==> config.mk <==
export PLATFORM = sky130hd
export DESIGN_NAME = ohr_ctrl
export DESIGN_NICKNAME = d
export VERILOG_FILES = /design/src/design/ohr_pkg.sv /design/src/design/ohr_ctrl.sv
export SDC_FILE = /design/constraint.sdc
export NUM_CORES = 1
export LEC_CHECK = 0
export BUFFER_PORTS_ARGS = -buffer_cell sky130_fd_sc_hd__buf_4
export CAP_MARGIN = 20
export CORE_ASPECT_RATIO = 0.9
export CORE_MARGIN = 1
export CORE_UTILIZATION = 55
export CTS_BUF_LIST = sky130_fd_sc_hd__clkbuf_8
export CTS_CLUSTER_DIAMETER = 30
export CTS_CLUSTER_SIZE = 28
export DETAILED_ROUTE_END_ITERATION = 16
export PLACE_DENSITY = 0.86
export SLEW_MARGIN = 20
export SYNTH_ARGS = -nofsm -noshare
export SYNTH_HDL_FRONTEND = slang
export SYNTH_SLANG_ARGS = --single-unit
==> constraint.sdc <==
create_clock -name i_clk -period 1.8 [get_ports i_clk]
set_clock_uncertainty 0.05 [all_clocks]
set_input_delay 0.09 -clock i_clk [delete_from_list [all_inputs] [get_ports i_clk]]
set_output_delay 0.09 -clock i_clk [all_outputs]
set_load 0.02 [all_outputs]
==> src/design/ohr_pkg.sv <==
// ----------------------------------------------------------------------------
// ohr_pkg
// Shared types and codes for the overwriting history ring.
// ----------------------------------------------------------------------------
package ohr_pkg;

    localparam int unsigned FIELD_W = 32;
    localparam int unsigned IDX_W   = 6;

    localparam logic OP_ADD  = 1'b0;
    localparam logic OP_READ = 1'b1;

    typedef struct packed {
        logic [FIELD_W-1:0] id;
        logic [FIELD_W-1:0] address;
        logic [FIELD_W-1:0] length;
        logic [FIELD_W-1:0] value;
        logic [FIELD_W-1:0] stamp;
    } t_rec;

    typedef struct packed {
        logic we;
        logic re;
        logic ok;
    } t_step;

endpackage

==> src/design/ohr_ctrl.sv <==
// ----------------------------------------------------------------------------
// ohr_ctrl
// Write pointer and fill count; picks the slot and decides each word's status.
// ----------------------------------------------------------------------------
module ohr_ctrl #(
    parameter int unsigned DEPTH = 64,
    parameter int unsigned AW    = 6
) (
    input  logic                      i_clk,
    input  logic                      i_rst_n,
    input  logic                      i_accept,
    input  logic                      i_operation,
    input  logic [ohr_pkg::IDX_W-1:0] i_read_index,
    output logic [AW-1:0]             o_slot,
    output ohr_pkg::t_step            o_step,
    output logic [ohr_pkg::IDX_W-1:0] o_count_next
);

    localparam int unsigned WW = ((AW > ohr_pkg::IDX_W) ? AW : ohr_pkg::IDX_W) + 1;
    localparam logic [AW-1:0] LAST = AW'(DEPTH - 1);

    logic [AW-1:0] r_next, n_next;
    logic [AW-1:0] r_count, n_count;
    logic          full;
    logic [WW-1:0] next_w, back_w, count_w;

    assign full    = (r_count == LAST);
    assign next_w  = WW'(r_next);
    assign back_w  = WW'(i_read_index) + WW'(1);
    assign count_w = WW'(n_count);

    always_comb begin
        n_next       = r_next;
        n_count      = r_count;
        o_step       = '0;
        o_slot       = r_next;
        if (i_accept) begin
            if (i_operation == ohr_pkg::OP_ADD) begin
                o_step.we = 1'b1;
                o_step.ok = 1'b1;
                n_next    = (r_next == LAST) ? '0 : r_next + AW'(1);
                if (!full) begin
                    n_count = r_count + AW'(1);
                end
            end else begin
                o_step.re = 1'b1;
                o_step.ok = (WW'(i_read_index) < WW'(r_count));
                if (next_w >= back_w) begin
                    o_slot = AW'(next_w - back_w);
                end else begin
                    o_slot = AW'(next_w + WW'(DEPTH) - back_w);
                end
            end
        end
    end

    assign o_count_next = count_w[ohr_pkg::IDX_W-1:0];

    always_ff @(posedge i_clk) begin
        if (!i_rst_n) begin
            r_next  <= '0;
            r_count <= '0;
        end else begin
            r_next  <= n_next;
            r_count <= n_count;
        end
    end

`ifndef SYNTHESIS
    a_count_bound: assert property (@(posedge i_clk) disable iff (!i_rst_n)
        r_count <= LAST)
        else $error("fill count beyond ring capacity");

    a_add_grows: assert property (@(posedge i_clk) disable iff (!i_rst_n)
        (i_accept && i_operation == ohr_pkg::OP_ADD && !full)
        |=> (r_count == $past(r_count) + AW'(1)))
        else $error("add did not grow fill count");

    a_read_still: assert property (@(posedge i_clk) disable iff (!i_rst_n)
        (i_accept && i_operation == ohr_pkg::OP_READ)
        |=> ($stable(r_next) && $stable(r_count)))
        else $error("read moved ring state");
`endif

endmodule

==> results of run 1 <==
==> repair_timing <==
item,CTS
setup endpoints to repair,8
buffers inserted,14
gates resized for setup,35
pin swaps,18
==> Yosys cell counts, drive strengths merged (5+ instances only) <==
| library cell | count | area share [%] |
|---|---|---|
| nand3 | 6 | 2.9 |
| a21oi | 5 | 2.4 |
| inv | 11 | 4.0 |
| xnor2 | 9 | 7.6 |
| ha | 13 | 16 |
| and2 | 8 | 4.8 |
| dfxtp | 12 | 23 |
| o21ai | 9 | 4.3 |
| nand2 | 15 | 5.4 |
==> logic make-up after synthesis <==
logic type      after synthesis
flops                        12
buf+inv                      13
compound gates               27
xor+xnor                     12
fa+ha+maj                    14
simple gates                 45
mux                           4
==> layer usage <==
layer,track usage (%),overflow
met1,70.1,0
met2,84.9,4
met3,43.4,0
met4,65.6,5
met5,3.33,0
==> metrics by stage <==
step                      instance area [µm²]  hold WS (ns)  cells  setup slack [ns]
after CTS                                1640        0.0900    206            -0.242
after detailed placement                 1360         0.337    188            -0.230
after global placement                   1360         0.342    188            -0.165
after floorplan                          1050         0.159    127            0.0478
==> metrics.txt, run 1 <==
Root Buffer clkbuf_8; Mapped Nets 151; gp weighted congestion 0.798; post-synthesis cell type count 36; Failed at global routing (5_1_grt); main combinational cell family by area after synthesis simple AND/OR/NAND/NOR gates; Yosys reg bits 12; Synthesis Warnings 0; ys flop type dfxtp_1; syn avg cell area 8.16 µm²; CTS sink cnt 12; PortBufs 24; ys async rst share 0%; Max clock buf depth 2; global route overflow 9; post-synthesis sequential area ratio 23.2%; post-synthesis compound-gate area fraction 16.9%; row count 14; Starting Density 60.3%; Err [ERROR GRT-0232] Routing congestion too high. Check the congestion heatmap in the GUI.; htree depth 1; die height 43.2 µm; Hold Buf Count CTS 0; status aborted with a tool error; mux cell area share after synthesis 4.59%; CTS buffer count 3; Post-Synth Adder-Cell Area 17.6%; pin count of the biggest net entering global routing 13; Synth Area in Simple Gates 22.7%; Tot GR Track Use 67.1%; Detail Placement HPWL 2.09 mm; post-GRT worst EP o_slot[4]; WEP type output port; Mapped Area 1040 µm²; Mapped Cells 127; Post-synth EDFFs 0; XOR/XNOR Fraction of Synth Area 10.1%; IO Pins 25; Die Wd 47.8 µm
==> run 2, diff against run 1 <==
CORE_AREA = 2 2 63 65   (was default)
CORE_ASPECT_RATIO = default   (was 0.9)
CORE_MARGIN = default   (was 1)
CORE_UTILIZATION = default   (was 55)
CTS_BUF_LIST = default   (was sky130_fd_sc_hd__clkbuf_8)
CTS_CLUSTER_DIAMETER = default   (was 30)
CTS_CLUSTER_SIZE = default   (was 28)
DIE_AREA = 0 0 65 67   (was default)
PLACE_DENSITY = default   (was 0.86)
PLACE_DENSITY_LB_ADDON = 0.15   (was default)
==> run 2 against run 1 <==
Compared with the run above: the flow now finishes, with violations (setup timing); synthesized area unchanged; synthesized cell count did not move.
==> metrics.txt, run 2 <==
status complete, but fails checks; violated checks setup timing; reg2reg end r_count[1]; Yosys reg bits 12; Mapped Nets 151; most frequent cells in the layout buf_4, nand2_1, inv_1, and2_1, ha_1; CTS tree yes; Die Wd 65 µm; Final period util 110%; Least-Margin Pin Slew 0.409 ns; Max clock buf depth 2; WHS Endpoint r_next[3]; Detail Placement HPWL 2.11 mm; Routed WL per cell 11.8 µm; htree depth 1; 1st-pass router iterations 4; Clock Pin Slew Worst Setup and Hold Paths 0.05 ns; Worst setup SP type register; R2R Path Start r_count[0]; post-synth top area share 23.2%; Root Buffer clkbuf_8; Final Slew Violations 0; met2 GRT Util 24.5%; ys async rst share 0%; first-pass GRT wire length 4.32 mm; commonest cells in the netlist nand2_1, ha_1, dfxtp_1; total wire length 2.61 mm; die area 4360 µm²; Slew headroom 72.4%; maximum VDD drop 0.000462 V; Critical Path RT 1.66 ns; Setup WS post-layout -0.182 ns; Hold Buf Count CTS 0; post-synthesis sequential area ratio 23.2%; CTS sink cnt 12; drt via density 4.68; Final setup violation count 5; final hold violations 0; ys flop type dfxtp_1; 1st-iter DRT viols 24; gp weighted congestion 0.789; Worst Setup SP r_next[0]; met3 usage in global routing 3.04%; vias in the first global route 1020; grt peak-use layer met2; CP max FO 2; initial antenna violation count 0; Mapped Area 1040 µm²; most common cell in the netlist nand2_1; IO Pins 25; post-synthesis cell type count 36; P&R area growth vs syn 53.1%; syn avg cell area 8.16 µm²; PortBufs 24; Power Dens Cells 529 nW/µm²; Area contributors post-synth dfxtp_1, ha_1, xnor2_1, nand2_1, and2_1; pre-CTS setup slack -0.212 ns; GR Util met1 14.9%; via count 1034; HP Start i_rst_n; hold slack 0.112 ns; commonest non-fill, non-tap cell in the layout buf_4; die height 67 µm; Worst EP arrival 1.84 ns; Max Cap Viol 0; core region area 3610 µm²; Min Clock Period, post-route 1.98 ns; Starting Density 28.7%; fin nets 198; Tot GR Track Use 12.8%; RSZ-0062 raised after global routing yes; pin count of the biggest net entering global routing 13; worst hold path depth 2; min-delay worst type in2reg; Crit. End Element output port; layout cells sized above 1 42.8%; Fin Setup TNS -0.484 ns; Mapped Cells 127; crit path kind reg2out; top cell type by total area after synthesis dfxtp_1; drc violations 0; Synthesis Warnings 0; CTS buffer count 3; largest registers r_count x6, r_next x6; Antenna Cells 0; setup slack, reg-to-reg 0.32 ns; global route overflow 0; FF-to-FF path depth 5; DRT antenna net count 0; Post-synth EDFFs 0; leakage power 0.715 nW; row count 22; clk_lat worst skew 0.24 ns; Max Fclk 0.505 GHz
-- run 2: cell counts after synthesis --
Identical to the previous run, type by type.
-- run 2: per-stage QoR --
step	std cells	power [mW]	utilization, %	area, µm²
floorplan	127	0.411	-	1050
global placement	213	0.516	38.8	1400
detailed placement	213	0.519	38.8	1400
CTS	220	0.848	42.8	1540
global route	221	0.884	44.0	1590
finish	221	0.839	44.0	1590
-- run 2: final cells by class --
type | instances | area (µm²)
Timing Repair Buffer | 44 | 342
Tap cell | 48 | 60.1
Clock buffer | 4 | 55.1
Inverter | 11 | 41.3
Multi-Input combinational cell | 102 | 842
Fill cell | 360 | 2020
Sequential cell | 12 | 246
-- run 2: critical path, cell delays in order (launching register included) --
cell	delay (ns)
dfxtp_2	0.32
inv_2	0.07
ha_4	0.13
inv_2	0.03
fa_2	0.36
a21o_1	0.18
a21oi_2	0.13
xor2_1	0.18
o21ai_2	0.07
buf_6	0.14
-- run 2: worst max-delay path by stage --
stage / to / slack (ns)
floorplan: o_slot[4] / 0.05
detailed placement: o_slot[5] / -0.21
finish: o_slot[4] / -0.18
global route: o_slot[4] / -0.26
CTS: o_slot[4] / -0.22
global placement: o_slot[5] / -0.13
-- run 2: logic make-up (layout without fill, tap and decap cells) --
kind of cell               Yosys count  after routing  share of synthesized area, %
and+or+nand+nor                     45             45                          22.7
AOI/OAI and AO/OA                   27             27                          16.9
adders and majority gates           14             14                          17.6
buffers and inverters               13             59                          4.83
xor gates and xnor gates            12             12                          10.1
DFF                                 12             12                          23.2
muxes                                4              4                          4.59
-- run 2: layer usage --
metal | vias up | part of all wire, % | wire, µm
met4 | 0 | 0 | 0
met2 | 17 | 52 | 1360
met5 | - | 0 | 0
li1 | 540 | - | -
met1 | 477 | 45 | 1170
met3 | 0 | 3.5 | 91
-- run 2: what timing repair did --
action,4_1_cts,5_1_grt
buffers inserted,4,1
gates resized for setup,22,6
endpoints found under the setup margin,9,8
pin swaps,15,12
-- run 2: power by group --
part,leakage [nW],total [mW],switching (mW),internal (mW)
Sequential,0.0993,0.280,0.00659,0.273
Combinational,0.587,0.274,0.129,0.145
Clock,0.0288,0.285,0.0921,0.193
Power figures use the tool's default switching activity.
==> run 3, diff against run 2 <==
clock period = 1.9 ns   (was 1.8 ns; I/O delays follow)
==> run 3 against run 2 <==
Compared with the run above: the run still ends with setup timing left; worst hold slack got worse by 0.011 ns; utilization is 1.1 points lower; via count is 0.48% higher; sequential share of layout area increased by 0.39 points; sequential power shrank 6%; final area decreased by 2.4%; first-iteration DRC count grew 140%; final cell count decreased by 0.90%; die area is the same; largest cell class unchanged.
==> metrics.txt, run 3 (synthesis results as in run 2) <==
Max Fclk 0.483 GHz; die height 67 µm; dpl cells 212; fin nets 197; Crit. End Element output port; Routed WL per cell 12.9 µm; global route overflow 0; CTS tree yes; Clock Pin Slew Worst Setup and Hold Paths 0.05 ns; Root Buffer clkbuf_8; Final setup violation count 3; core region area 3610 µm²; placed inst area 1380 µm²; P&R area growth vs syn 49.4%; status complete, but fails checks; hold slack 0.101 ns; leakage power 0.694 nW; GR Util met1 17.2%; maximum VDD drop 0.000247 V; die area 4360 µm²; initial antenna violation count 0; PortBufs 24; Min Clock Period, post-route 2.07 ns; Max Cap Viol 0; first-pass GRT wire length 4.77 mm; Die Wd 65 µm; utilization after layout 42.9%; final hold violations 0; Non-Filler Instances 219; largest registers r_count x6, r_next x6; Critical Path RT 1.75 ns; Hold Buf Count CTS 0; grt peak-use layer met2; commonest non-fill, non-tap cell in the layout buf_4; via count 1039; Worst EP arrival 1.92 ns; layout cells sized above 1 39.8%; 1st-pass router iterations 4; Final period util 109%; IO Pins 25; vias in the first global route 1076; drc violations 0; Finished Cell Area 1550 µm²; 1st-iter DRT viols 57; Final Slew Violations 0; total wire length 2.84 mm; met2 GRT Util 25.4%; Design Power 0.748 mW; CTS sink cnt 12; Least-Margin Pin Slew 0.352 ns; Worst setup SP type register; Fin Setup TNS -0.312 ns; clk_lat worst skew 0.24 ns; most frequent cells in the layout buf_4, nand2_1, xnor2_1, ha_1, dfxtp_1; violated checks setup timing; pin count of the biggest net entering global routing 13; gp weighted congestion 0.753; Starting Density 28.7%; DRT antenna net count 0; Slew headroom 76.3%; Detail Placement HPWL 2.16 mm; Setup WS post-layout -0.169 ns; htree depth 1; RSZ-0062 raised after global routing yes; Power Dens Cells 483 nW/µm²; pre-CTS setup slack -0.0919 ns; met3 usage in global routing 2.03%; CTS buffer count 3; min-delay worst type in2reg; CP max FO 2; row count 22; drt via density 4.74; Tot GR Track Use 14.4%; Max clock buf depth 2; Antenna Cells 0; crit path kind reg2out
-- run 3: path summary, 6_finish.rpt --
kind	startpoint	to	slack, ns	cells past startpoint
max	r_next[0]	o_slot[4]	-0.17	9
min	i_rst_n	r_next[0]	0.10	3
max reg2reg	r_count[2]	r_count[5]	0.35	4
min reg2reg	r_next[5]	r_next[5]	0.51	2
-- run 3: per-layer routing --
metal	share of wire, %	up-vias
met4	1.5	0
met1	45	484
li1	-	533
met2	51	18
met5	0	-
met3	2.5	4
-- run 3: critical path: stages (launching register included) --
cell and delay, ns:
dfxtp_2 0.32, inv_2 0.08, ha_4 0.14, inv_2 0.04, fa_2 0.36, a21o_1 0.18
a21oi_2 0.15, xor2_1 0.18, o21ai_1 0.07, buf_4 0.17
-- run 3: repair_timing --
action / in CTS / in global routing
gates resized for setup: 16 / 12
gates cloned: 0 / 0
buffers inserted: 2 / 2
pin swaps: 11 / 15
endpoints found under the setup margin: 5 / 7
-- run 3: layout make-up --
cell class	count	area (µm²)
clock buffers	3	41.3
fillers	394	2060
inverters	11	41.3
multi-input cells	102	832
flip-flops and latches	12	246
well taps	48	60.1
repair buffers	43	327
-- run 3: report_power, final --
group | switching, mW | internal (mW)
clock | 0.0898 | 0.139
combinational | 0.125 | 0.132
sequential | 0.00469 | 0.258
==> run 4, diff against run 3 <==
==> constraint.sdc (replaced) <==
create_clock -name i_clk -period 2.15 [get_ports i_clk]
set_clock_uncertainty 0.05 [all_clocks]
set_input_delay 0.1075 -clock i_clk [delete_from_list [all_inputs] [get_ports i_clk]]
set_output_delay 0.1075 -clock i_clk [all_outputs]
set_load 0.05 [all_outputs]
==> run 4 against run 3 <==
Compared with the run above: the flow now finishes without violations; utilization decreased by 4.1 points; clock-buffer cell count rose by 1; final area is 9.5% lower; wire length is 14% lower; first-iteration DRC count down 18%; critical endpoint unchanged; largest cell class unchanged.
==> metrics.txt, run 4 (synthesis results as in run 2) <==
CTS sink cnt 12; via count 964; clk_lat worst skew 0.24 ns; vias in the first global route 944; P&R area growth vs syn 35.3%; Antenna Cells 0; largest registers r_count x6, r_next x6; IO Pins 25; crit path kind reg2out; Design Power 0.698 mW; Clock Pin Slew Worst Setup and Hold Paths 0.05 ns; Worst path slowest cell fa_2; Final period util 97.3%; Least-Margin Pin Slew 0.335 ns; WP buf/inv 3; Final Slew Violations 0; row count 22; Critical Path RT 1.99 ns; die height 67 µm; cell mode on critical path inv_2; Non-Filler Instances 205; Hold Buf Count CTS 0; leakage power 0.623 nW; core region area 3610 µm²; Starting Density 28.7%; status completed; global route overflow 0; first-pass GRT wire length 4.24 mm; worst-path cell chain inv_2 > ha_4 > inv_2 > fa_2 > a21o_1 > a21oi_2 > xor2_1 > o21ai_1 > buf_6; 1st-iter DRT viols 47; min-delay worst type in2reg; Max Fclk 0.478 GHz; pre-CTS setup slack 0.0731 ns; RSZ-0062 raised after global routing yes; Max clock buf depth 2; Slew headroom 77.4%; fin nets 182; setup slack, reg-to-reg 0.45 ns; Root Buffer clkbuf_8; Setup WS post-layout 0.0577 ns; maximum VDD drop 0.000228 V; Power Dens Cells 498 nW/µm²; Worst EP arrival 1.93 ns; Crit. End Element output port; Detail Placement HPWL 2.02 mm; total wire length 2.44 mm; CP max FO 4; Routed WL per cell 11.9 µm; Fin Setup TNS 0 ns; PortBufs 24; die area 4360 µm²; initial antenna violation count 0; commonest non-fill, non-tap cell in the layout buf_4; Final setup violation count 0; CTS buffer count 3; drt via density 4.70; delay-heaviest family, CP adder cells; 1st-pass router iterations 4; htree depth 1; Worst setup SP type register; pin count of the biggest net entering global routing 13; DRT antenna net count 0; most frequent cells in the layout buf_4, nand2_1, ha_1, dfxtp_1, inv_1; dpl cells 200; CP peak stage delay 0.38 ns; Tot GR Track Use 12.8%; drc violations 0; gp weighted congestion 0.811; Die Wd 65 µm; final hold violations 0; Min Clock Period, post-route 2.09 ns; Max Cap Viol 0; CTS tree yes; layout cells sized above 1 29.3%
-- run 4: tightest hold or removal path, cell delays in order --
cell and delay [ns]:
buf_4 0.15, nand2_1 0.06, a41oi_1 0.04
-- run 4: area by class of cell --
class / count / area, µm²
multi-input cells: 102 / 785
repair buffers: 28 / 218
flip-flops and latches: 12 / 243
well taps: 48 / 60.1
clock buffers: 4 / 55.1
inverters: 11 / 41.3
fillers: 391 / 2200
-- run 4: what timing repair did --
action / 4_1_cts / 5_1_grt
pin swaps: 0 / 8
setup buffers: 0 / 1
hold endpoints to repair: 0 / 0
setup endpoints to repair: 2 / 2
gates resized for setup: 4 / 9
-- run 4: final timing paths --
kind,from,to,cells after the start
max,r_next[0],o_slot[4],9
max reg2reg,r_count[0],r_count[1],5
min,i_rst_n,r_next[0],3
min reg2reg,r_next[5],r_next[5],2
-- run 4: per-layer routing --
metal	share of wire, %	GRT usage, %	vias up
met2	52	22.3	15
li1	-	-	507
met5	0	0	-
met4	0.82	3.99	0
met1	44	15.0	440
met3	3.6	3.72	2
-- run 4: report_power, final --
group | switching, mW | internal [mW]
registers | 0.00658 | 0.228
logic | 0.132 | 0.0874
clock network | 0.0824 | 0.162
-- run 4: per-stage QoR --
| step | util, % | area [µm²] | hold WS, ns |
|---|---|---|---|
| after floorplan | - | 1040 | 0.177 |
| after global placement | 36.0 | 1300 | 0.372 |
| after detailed placement | 36.0 | 1300 | 0.366 |
| after CTS | 37.8 | 1360 | 0.113 |
| after global routing | 38.9 | 1400 | 0.132 |
| final | 38.9 | 1400 | 0.107 |
